### src/hw/rtl/imu_bcc_pkg.sv
package imu_bcc_pkg;

  // Opcode of an input item
  localparam logic OpSample = 1'b0;
  localparam logic OpStart  = 1'b1;

  // Width of the gravity register and its value after reset
  localparam int unsigned GravW = 15;
  localparam logic [GravW-1:0] GravityReset = 15'd8192;

  // One input item
  typedef struct packed {
    logic               opcode;
    logic signed [15:0] accel_x_raw;
    logic signed [15:0] accel_y_raw;
    logic signed [15:0] accel_z_raw;
    logic signed [15:0] gyro_x_raw;
    logic signed [15:0] gyro_y_raw;
    logic signed [15:0] gyro_z_raw;
  } sample_t;

  // One result item
  typedef struct packed {
    logic signed [15:0] accel_x_fixed;
    logic signed [15:0] accel_y_fixed;
    logic signed [15:0] accel_z_fixed;
    logic signed [15:0] gyro_x_fixed;
    logic signed [15:0] gyro_y_fixed;
    logic signed [15:0] gyro_z_fixed;
    logic               calibrating;
  } result_t;

endpackage

### src/hw/rtl/imu_bcc_stream_if.sv
// Valid/ready channel carrying one item of type T
interface imu_bcc_stream_if #(
  parameter type T = logic
);
  logic valid;
  logic ready;
  T     data;

  modport source (output valid, output data, input ready);
  modport sink   (input valid, input data, output ready);
endinterface

### src/hw/rtl/imu_bias_calibrate_and_correct.sv
// A sample's result is in the output buffer from the cycle after the sample is accepted.
// One item per cycle unless the offset unit is busy or the two-entry output buffer is full.
// The sample that completes a calibration stalls input while the offset unit (one
// multiplier, reciprocal of SAMPLES) turns the sums of each finished calibration into offsets.
// Reset (async, active low): calibrations idle, counts/sums/offsets zero,
// gravity_counts 8192, output buffer empty.
module imu_bias_calibrate_and_correct #(
  parameter int unsigned SAMPLES = 100
) (
  input  logic                            clk_i,
  input  logic                            rst_ni,
  input  logic                            gravity_we_i,
  input  logic [imu_bcc_pkg::GravW-1:0]   gravity_wdata_i,
  imu_bcc_stream_if.sink                  sample_i,
  imu_bcc_stream_if.source                result_o
);

  // Widths derived from SAMPLES
  localparam int unsigned C   = $clog2(SAMPLES);
  localparam int unsigned MW  = 16 + C;          // sum magnitude
  localparam int unsigned SW  = MW + 1;          // signed sum
  localparam int unsigned CW  = $clog2(SAMPLES + 2);
  localparam int unsigned K   = MW + C;          // reciprocal shift
  localparam int unsigned PW  = 2 * MW + 1;      // product width
  localparam logic [63:0] KPow = 64'd1 << K;
  localparam logic [63:0] Recip = (KPow + 64'(SAMPLES) - 64'd1) / 64'(SAMPLES);
  localparam logic [MW:0] RecipM = Recip[MW:0];
  localparam logic [CW-1:0] LastCount = CW'(SAMPLES);
  localparam logic [2:0] AxisAccZ = 3'd2;
  localparam logic [2:0] AxisGyrX = 3'd3;
  localparam logic [2:0] AxisLast = 3'd5;

  function automatic logic signed [15:0] sat16(input logic signed [17:0] v);
    logic signed [15:0] r;
    if (v > 18'sd32767) begin
      r = 16'sh7fff;
    end else if (v < -18'sd32768) begin
      r = 16'sh8000;
    end else begin
      r = v[15:0];
    end
    return r;
  endfunction

  // ---------------------------------------------------------------------
  // State
  logic [imu_bcc_pkg::GravW-1:0] grav_q;
  logic                 acc_busy_q, acc_busy_d, gyr_busy_q, gyr_busy_d;
  logic [CW-1:0]        acc_cnt_q, acc_cnt_d, gyr_cnt_q, gyr_cnt_d;
  logic signed [SW-1:0] acc_sum_q [3];
  logic signed [SW-1:0] acc_sum_d [3];
  logic signed [SW-1:0] gyr_sum_q [3];
  logic signed [SW-1:0] gyr_sum_d [3];
  logic signed [16:0]   acc_off_q [3];
  logic signed [16:0]   acc_off_d [3];
  logic signed [15:0]   gyr_off_q [3];
  logic signed [15:0]   gyr_off_d [3];

  // Offset unit
  logic              div_busy_q, iss_q, fin_acc_q, fin_gyr_q;
  logic [2:0]        iss_idx_q;
  logic              s1_vld_q, s1_neg_q, s2_vld_q, s2_neg_q;
  logic [2:0]        s1_idx_q, s2_idx_q;
  logic [MW-1:0]     s1_mag_q;
  logic [PW-1:0]     s2_prod_q;

  // Output buffer
  imu_bcc_pkg::result_t slot0_q, slot0_d, slot1_q, slot1_d;
  logic [1:0]           cnt_q, cnt_d;

  // ---------------------------------------------------------------------
  // Correction of the incoming readings
  logic signed [15:0] raw   [6];
  logic signed [15:0] fixed [6];
  imu_bcc_pkg::result_t res;
  logic accept, push, pop, fin_acc, fin_gyr;

  assign raw[0] = sample_i.data.accel_x_raw;
  assign raw[1] = sample_i.data.accel_y_raw;
  assign raw[2] = sample_i.data.accel_z_raw;
  assign raw[3] = sample_i.data.gyro_x_raw;
  assign raw[4] = sample_i.data.gyro_y_raw;
  assign raw[5] = sample_i.data.gyro_z_raw;

  always_comb begin
    for (int i = 0; i < 3; i++) begin
      fixed[i]   = sat16(18'(raw[i]) - 18'(acc_off_q[i]));
      fixed[3+i] = sat16(18'(raw[3+i]) - 18'(gyr_off_q[i]));
    end
  end

  assign sample_i.ready = !div_busy_q && (cnt_q != 2'd2);
  assign accept = sample_i.valid && sample_i.ready;
  assign push   = accept && (sample_i.data.opcode == imu_bcc_pkg::OpSample);
  assign pop    = result_o.valid && result_o.ready;

  // Offset unit: quotient of the stage-2 product, signed
  logic [15:0]        q_mag;
  logic signed [16:0] q_sgn;
  assign q_mag = s2_prod_q[K +: 16];
  assign q_sgn = s2_neg_q ? -$signed({1'b0, q_mag}) : $signed({1'b0, q_mag});

  // Calibration sequencing per item, plus offset writes from the unit
  always_comb begin
    acc_busy_d = acc_busy_q;
    gyr_busy_d = gyr_busy_q;
    acc_cnt_d  = acc_cnt_q;
    gyr_cnt_d  = gyr_cnt_q;
    acc_sum_d  = acc_sum_q;
    gyr_sum_d  = gyr_sum_q;
    acc_off_d  = acc_off_q;
    gyr_off_d  = gyr_off_q;
    fin_acc    = 1'b0;
    fin_gyr    = 1'b0;

    if (accept && sample_i.data.opcode == imu_bcc_pkg::OpStart) begin
      acc_busy_d = 1'b1;
      gyr_busy_d = 1'b1;
    end else if (push) begin
      if (acc_busy_q && acc_cnt_q == '0) begin
        // first accel sample: clear, gyro waits this sample
        for (int i = 0; i < 3; i++) begin
          acc_off_d[i] = '0;
          acc_sum_d[i] = '0;
        end
        acc_cnt_d = CW'(1);
      end else begin
        if (acc_busy_q) begin
          for (int i = 0; i < 3; i++) begin
            acc_sum_d[i] = acc_sum_q[i] + SW'(fixed[i]);
          end
          if (acc_cnt_q == LastCount) begin
            acc_cnt_d  = '0;
            acc_busy_d = 1'b0;
            fin_acc    = 1'b1;
          end else begin
            acc_cnt_d = acc_cnt_q + CW'(1);
          end
        end
        if (gyr_busy_q) begin
          if (gyr_cnt_q == '0) begin
            for (int i = 0; i < 3; i++) begin
              gyr_off_d[i] = '0;
              gyr_sum_d[i] = '0;
            end
            gyr_cnt_d = CW'(1);
          end else begin
            for (int i = 0; i < 3; i++) begin
              gyr_sum_d[i] = gyr_sum_q[i] + SW'(fixed[3+i]);
            end
            if (gyr_cnt_q == LastCount) begin
              gyr_cnt_d  = '0;
              gyr_busy_d = 1'b0;
              fin_gyr    = 1'b1;
            end else begin
              gyr_cnt_d = gyr_cnt_q + CW'(1);
            end
          end
        end
      end
    end

    // offset write from the unit (input is stalled meanwhile)
    if (s2_vld_q) begin
      if (s2_idx_q < AxisGyrX) begin
        if (fin_acc_q) begin
          acc_off_d[s2_idx_q[1:0]] = (s2_idx_q == AxisAccZ) ?
                                     q_sgn - $signed({2'b00, grav_q}) : q_sgn;
        end
      end else if (fin_gyr_q) begin
        gyr_off_d[2'(s2_idx_q - AxisGyrX)] = q_sgn[15:0];
      end
    end
  end

  // Result of the current item
  always_comb begin
    res.accel_x_fixed = fixed[0];
    res.accel_y_fixed = fixed[1];
    res.accel_z_fixed = fixed[2];
    res.gyro_x_fixed  = fixed[3];
    res.gyro_y_fixed  = fixed[4];
    res.gyro_z_fixed  = fixed[5];
    res.calibrating   = acc_busy_d || gyr_busy_d;
  end

  // Two-entry output buffer, slot0 is the head
  always_comb begin
    slot0_d = slot0_q;
    slot1_d = slot1_q;
    cnt_d   = cnt_q + {1'b0, push} - {1'b0, pop};
    if (pop) begin
      slot0_d = (cnt_q == 2'd2) ? slot1_q : res;
      slot1_d = res;
    end else if (push) begin
      if (cnt_q == 2'd0) begin
        slot0_d = res;
      end else begin
        slot1_d = res;
      end
    end
  end

  assign result_o.valid = (cnt_q != 2'd0);
  assign result_o.data  = slot0_q;

  // Sum selected for the offset unit
  logic signed [SW-1:0] sel_sum;
  logic [SW-1:0]        sel_neg;
  assign sel_sum = (iss_idx_q < AxisGyrX) ? acc_sum_q[iss_idx_q[1:0]]
                                          : gyr_sum_q[2'(iss_idx_q - AxisGyrX)];
  assign sel_neg = -sel_sum;

  // ---------------------------------------------------------------------
  // Registers
  always_ff @(posedge clk_i or negedge rst_ni) begin
    if (!rst_ni) begin
      grav_q     <= imu_bcc_pkg::GravityReset;
      acc_busy_q <= 1'b0;
      gyr_busy_q <= 1'b0;
      acc_cnt_q  <= '0;
      gyr_cnt_q  <= '0;
      for (int i = 0; i < 3; i++) begin
        acc_sum_q[i] <= '0;
        gyr_sum_q[i] <= '0;
        acc_off_q[i] <= '0;
        gyr_off_q[i] <= '0;
      end
      cnt_q      <= 2'd0;
      div_busy_q <= 1'b0;
      iss_q      <= 1'b0;
      iss_idx_q  <= 3'd0;
      fin_acc_q  <= 1'b0;
      fin_gyr_q  <= 1'b0;
      s1_vld_q   <= 1'b0;
      s2_vld_q   <= 1'b0;
    end else begin
      if (gravity_we_i) begin
        grav_q <= gravity_wdata_i;
      end
      acc_busy_q <= acc_busy_d;
      gyr_busy_q <= gyr_busy_d;
      acc_cnt_q  <= acc_cnt_d;
      gyr_cnt_q  <= gyr_cnt_d;
      acc_sum_q  <= acc_sum_d;
      gyr_sum_q  <= gyr_sum_d;
      acc_off_q  <= acc_off_d;
      gyr_off_q  <= gyr_off_d;
      cnt_q      <= cnt_d;

      // offset unit control
      if (fin_acc || fin_gyr) begin
        div_busy_q <= 1'b1;
        iss_q      <= 1'b1;
        iss_idx_q  <= 3'd0;
        fin_acc_q  <= fin_acc;
        fin_gyr_q  <= fin_gyr;
      end else begin
        if (iss_q) begin
          iss_idx_q <= iss_idx_q + 3'd1;
          if (iss_idx_q == AxisLast) begin
            iss_q <= 1'b0;
          end
        end
        if (s2_vld_q && s2_idx_q == AxisLast) begin
          div_busy_q <= 1'b0;
        end
      end
      s1_vld_q <= iss_q;
      s2_vld_q <= s1_vld_q;
    end
  end

  // Payload registers: output slots and offset unit datapath
  always_ff @(posedge clk_i) begin
    slot0_q   <= slot0_d;
    slot1_q   <= slot1_d;
    s1_idx_q  <= iss_idx_q;
    s1_neg_q  <= sel_sum[SW-1];
    s1_mag_q  <= sel_sum[SW-1] ? sel_neg[MW-1:0] : sel_sum[MW-1:0];
    s2_idx_q  <= s1_idx_q;
    s2_neg_q  <= s1_neg_q;
    s2_prod_q <= PW'(s1_mag_q) * PW'(RecipM);
  end

  // ---------------------------------------------------------------------
  // Assertions
  a_stall_while_div: assert property (@(posedge clk_i) disable iff (!rst_ni)
    div_busy_q |-> !sample_i.ready)
    else $error("input taken while offsets are computed");

  a_buf_bound: assert property (@(posedge clk_i) disable iff (!rst_ni)
    cnt_q != 2'd3)
    else $error("output buffer count out of range");

  a_fin_starts_div: assert property (@(posedge clk_i) disable iff (!rst_ni)
    (fin_acc || fin_gyr) |=> (div_busy_q && iss_q && iss_idx_q == 3'd0))
    else $error("finished calibration did not start the offset unit");

  a_div_ends: assert property (@(posedge clk_i) disable iff (!rst_ni)
    (s2_vld_q && s2_idx_q == AxisLast) |=> !div_busy_q)
    else $error("offset unit did not release input");

endmodule

### src/flat_wrapper.sv
// flat-port wrapper written by rule: the top's interface ports become plain ports
module imu_bias_calibrate_and_correct_flat 
#(
  parameter int unsigned SAMPLES = 100
)
  (clk_i, rst_ni, gravity_we_i, gravity_wdata_i, sample_i_valid, sample_i_data, sample_i_ready, result_o_valid, result_o_data, result_o_ready);
  imu_bcc_stream_if #(.T(imu_bcc_pkg::sample_t)) sample_i_i ();
  imu_bcc_stream_if #(.T(imu_bcc_pkg::result_t)) result_o_i ();
  input  logic clk_i;
  input  logic rst_ni;
  input  logic gravity_we_i;
  input  logic [imu_bcc_pkg::GravW-1:0] gravity_wdata_i;
  input wire logic [$bits(sample_i_i.valid)-1:0] sample_i_valid;
  input wire logic [$bits(sample_i_i.data)-1:0] sample_i_data;
  output wire logic [$bits(sample_i_i.ready)-1:0] sample_i_ready;
  output wire logic [$bits(result_o_i.valid)-1:0] result_o_valid;
  output wire logic [$bits(result_o_i.data)-1:0] result_o_data;
  input wire logic [$bits(result_o_i.ready)-1:0] result_o_ready;
  assign sample_i_i.valid = sample_i_valid;
  assign sample_i_i.data = sample_i_data;
  assign sample_i_ready = sample_i_i.ready;
  assign result_o_valid = result_o_i.valid;
  assign result_o_data = result_o_i.data;
  assign result_o_i.ready = result_o_ready;
  imu_bias_calibrate_and_correct #(.SAMPLES(SAMPLES)) u_core (.clk_i(clk_i), .rst_ni(rst_ni), .gravity_we_i(gravity_we_i), .gravity_wdata_i(gravity_wdata_i), .sample_i(sample_i_i), .result_o(result_o_i));
endmodule
### config.mk
export PLATFORM = sky130hd
export DESIGN_NAME = imu_bias_calibrate_and_correct_flat
export DESIGN_NICKNAME = d
export VERILOG_FILES = /design/src/hw/rtl/imu_bcc_pkg.sv /design/src/hw/rtl/imu_bcc_stream_if.sv /design/src/hw/rtl/imu_bias_calibrate_and_correct.sv /design/src/flat_wrapper.sv
export SDC_FILE = /design/constraint.sdc
export NUM_CORES = 2
export LEC_CHECK = 0
export BUFFER_PORTS_ARGS = -buffer_cell sky130_fd_sc_hd__buf_2
export CORE_MARGIN = 10
export CORE_UTILIZATION = 60
export CTS_CLUSTER_DIAMETER = 200
export DETAILED_ROUTE_END_ITERATION = 10
export PLACE_DENSITY = 0.89
export SETUP_SLACK_MARGIN = 0.15
export SLEW_MARGIN = 10
export SYNTH_ARGS = -nofsm -noshare
export SYNTH_HDL_FRONTEND = slang
export SYNTH_SLANG_ARGS = --single-unit
### constraint.sdc
create_clock -name clk_i -period 6.57 [get_ports clk_i]
set_input_delay 1.314 -clock clk_i [delete_from_list [all_inputs] [get_ports clk_i]]
set_output_delay 1.314 -clock clk_i [all_outputs]
set_load 0.005 [all_outputs]
==> impl_metrics.yaml <==
worst_setup_path:
  cpPeakStageDelay_ns: 0.55
  worstPathArrival_ns: 6.86
  crit_chain: "fa_2 > fa_1 > inv_1 > fa_1 > inv_1 > fa_1 > inv_1 > fa_1 > fa_1 > fa_1 > inv_1 > ha_4 > nand4_1 > nor3_2 > nor3b_4 > o21bai_4 > a311o_1 > a31oi_2 > nor2_1 > xnor2_1"
  slowest_stage: "fa_1"
  cp-start-kind: "flop"
  worst-setup-path-type: "flop to flop"
  cp.buffers_inverters: 4
  cpMostUsedCell: "fa_1"
  crit_fanout: 5
  path_delay_family: "adder cells"
  end_kind: "flop"
  required_ns: 7.10
logic_synthesis:
  yosys_warnings: 0
  synth_largest_area_cell: "dfrtp_1"
  synth_common_cells: "inv_1 (530), ha_1 (503), nand2_1 (479), o21ai_0 (390), dfrtp_1 (284)"
  synth_area_per_cell_sq_um: 9.468
  dominantRegCellSynth: "dfrtp_1"
  synth_cell_type_count: 98
  ys_top_cells_by_area: "dfrtp_1 (17%), ha_1 (15%), edfxtp_1 (14%)"
  synth-edff-count: 194
  synth_top_family_by_area: "adder cells"
  synthMuxAreaShare: 0.02421
  ys_ff_latch: 526
  synth_top_cell_area_share: 0.1671
  syn_inst: 4492
  synth_area_sq_um: 42530
  yosys.area_share.simple: 0.1197
  yosys.area_share.xor_xnor: 0.05125
  synth_most_common_cell: "inv_1"
  synth_compound_area_frac: 0.1706
  synthArstFlopShare: 0.5418
  yosys.area_share.adder: 0.2493
  syn_nets: 5320
  seq_area_frac_synth: 0.3268
drt:
  vias: 36530
  postRouteAntennaNets: 0
  dr.pass1.iters: 6
  via_per_inst: 6.281
  drt-total-wl_microns: 132800
  wl_per_cell_microns: 22.83
  drc: 0
  first_iter_violations: 4324
floorplanning:
  ioPinCount: 216
  design.core.area_sq_um: 70150
  die_width_microns: 286.2
  row_count: 97
  start_util: 0.6063
  fp.dieH_microns: 286.2
  die_area_sq_um: 81930
global_routing:
  grt_pass1_wl_microns: 204600
  antenna_found_initial: 8
  grt.total_usage: 0.3153
  grt_overflow: 0
  grt_max_degree: 130
  grt_pass1_vias: 35770
clock_network:
  cts.sinks: 526
  tritoncts: "done"
  cts_buffers: 59
  clkTransAtPathRegs_ns: 0.07
  clock_latency_ns: 0.65
  root_buffer: "clkbuf_16"
  clockBufferDepth: 3
  ctsHtreeMaxLevel: 2
sta:
  finalSetupViolCount: 0
  timing.fmax_ghz: 0.1579
  finalWorstSetupSlack_ns: 0.2358
  drv_slew: 0
  finalHoldViolCount: 0
  setup-tns-final_ns: 0
  fin_crit_sh: 0.9641
  fin_crit_ns: 6.334
  finClkSkew_ns: 0.03375
  worst_pin_slew_ns: 1.273
  rsz0062_at_grt: "yes"
  slew_headroom: 0.1497
placed_design:
  pre_cts_slack_ns: -0.2867
  dpl.hpwl_microns: 102000
  port_buffers: 215
  dpl.cell_count: 5694
  gp_congestion: 1.017
layout:
  drive_above_1_share: 0.1279
  area_growth_syn_to_layout_pct: 12.74
  nNetsFinal: 5648
  final_core_util: 0.6835
  stdcell_count: 5815
worst_hold_path:
  hp-class: "flop to flop"
run_status:
  run_status: "complete, no violations"
job:
  drv_cap: 0
## registers in the layout, summed over array words and instances (netlist names), 15 cells and up
register / flops
u_core.slot1_q: 97
u_core.grav_q: 15
u_core.gyr_sum_q: 72
u_core.acc_off_q: 51
u_core.s1_mag_q: 23
u_core.s2_prod_q: 16
u_core.acc_sum_q: 72
u_core.gyr_off_q: 48
u_core.result_o.data: 97
## layout make-up
class,instances,area [sq um]
multi-input combinational,3316,26360
clock buffer,84,1769
sequential,526,13920
fill,5152,22200
antenna,4,10.01
inverter,531,1993
clock inverter,28,334.1
timing repair buffer,386,2382
tap,940,1176
## kinds of logic after synthesis
logic type | count (synthesis)
buffers and inverters | 650
flip-flops | 526
AND/OR/NAND/NOR | 1111
adder cells (fa/ha/maj) | 725
multiplexers | 94
AO/OA/AOI/OAI | 1138
XOR/XNOR | 248
## routing by layer
| metal | up-vias | global-route usage | share of wire | routed length, microns |
|---|---|---|---|---|
| met5 | - | 0 | 0.000090 | 12 |
| met1 | 17770 | 0.4182 | 0.40 | 52450 |
| met3 | 357 | 0.06109 | 0.10 | 13420 |
| met2 | 1977 | 0.4938 | 0.45 | 59910 |
| met4 | 2 | 0.1479 | 0.053 | 6976 |
| li1 | 16420 | - | - | - |
## path summary, 6_finish.rpt
kind | startpoint | to | slack [ns] | cells after the start
worst max-delay path | u_core.s1_mag_q[2] | u_core.s2_prod_q[43] | 0.24 | 20
worst min-delay path | u_core.s1_idx_q[1] | u_core.s2_idx_q[1] | 0.32 | 0
min in group asynchronous | rst_ni | u_core.gyr_sum_q[16] | 0.71 | 1
worst min register to register | u_core.s1_idx_q[1] | u_core.s2_idx_q[1] | 0.32 | 0
max in group asynchronous | rst_ni | u_core.gyr_off_q[25] | 4.47 | 2
worst max register to register | u_core.s1_mag_q[2] | u_core.s2_prod_q[43] | 0.24 | 20
## per-stage QoR
stage | hold WS (ns) | cell area [sq um]
global route | 0.3353 | 47950
floorplan | 0.3096 | 42530
global placement | 0.3102 | 45630
CTS | 0.3297 | 47740
detailed placement | 0.3153 | 45630
finish | 0.3214 | 47950
## cell usage in the layout, fill, tap and decap left out, drive strengths merged, types with 40 or more instances in the layout
master and instances:
a21oi 231, nor2 215, buf 386, o21a 43, nand3 117, dfxtp 47
nand2 479, nor3 61, a21o 109, xnor2 133, dfrtp 284, mux2 62
o21ai 396, inv 535, o31ai 60, clkbuf 84, nand2b 40, ha 503
fa 208, xor2 115, edfxtp 194
## what timing repair did
item | CTS | global route
resized for setup | 3 | 41
cloned | 0 | 0
pin swaps | 0 | 11
hold endpoints to repair | 0 | 0
hold buffers | 0 | 0
setup endpoints to repair | 2 | 21
buffers inserted | 0 | 5
Power is left out: the tool's default activity adds up to more than one toggle a clock period on the data nets, which glitch-free logic cannot reach.
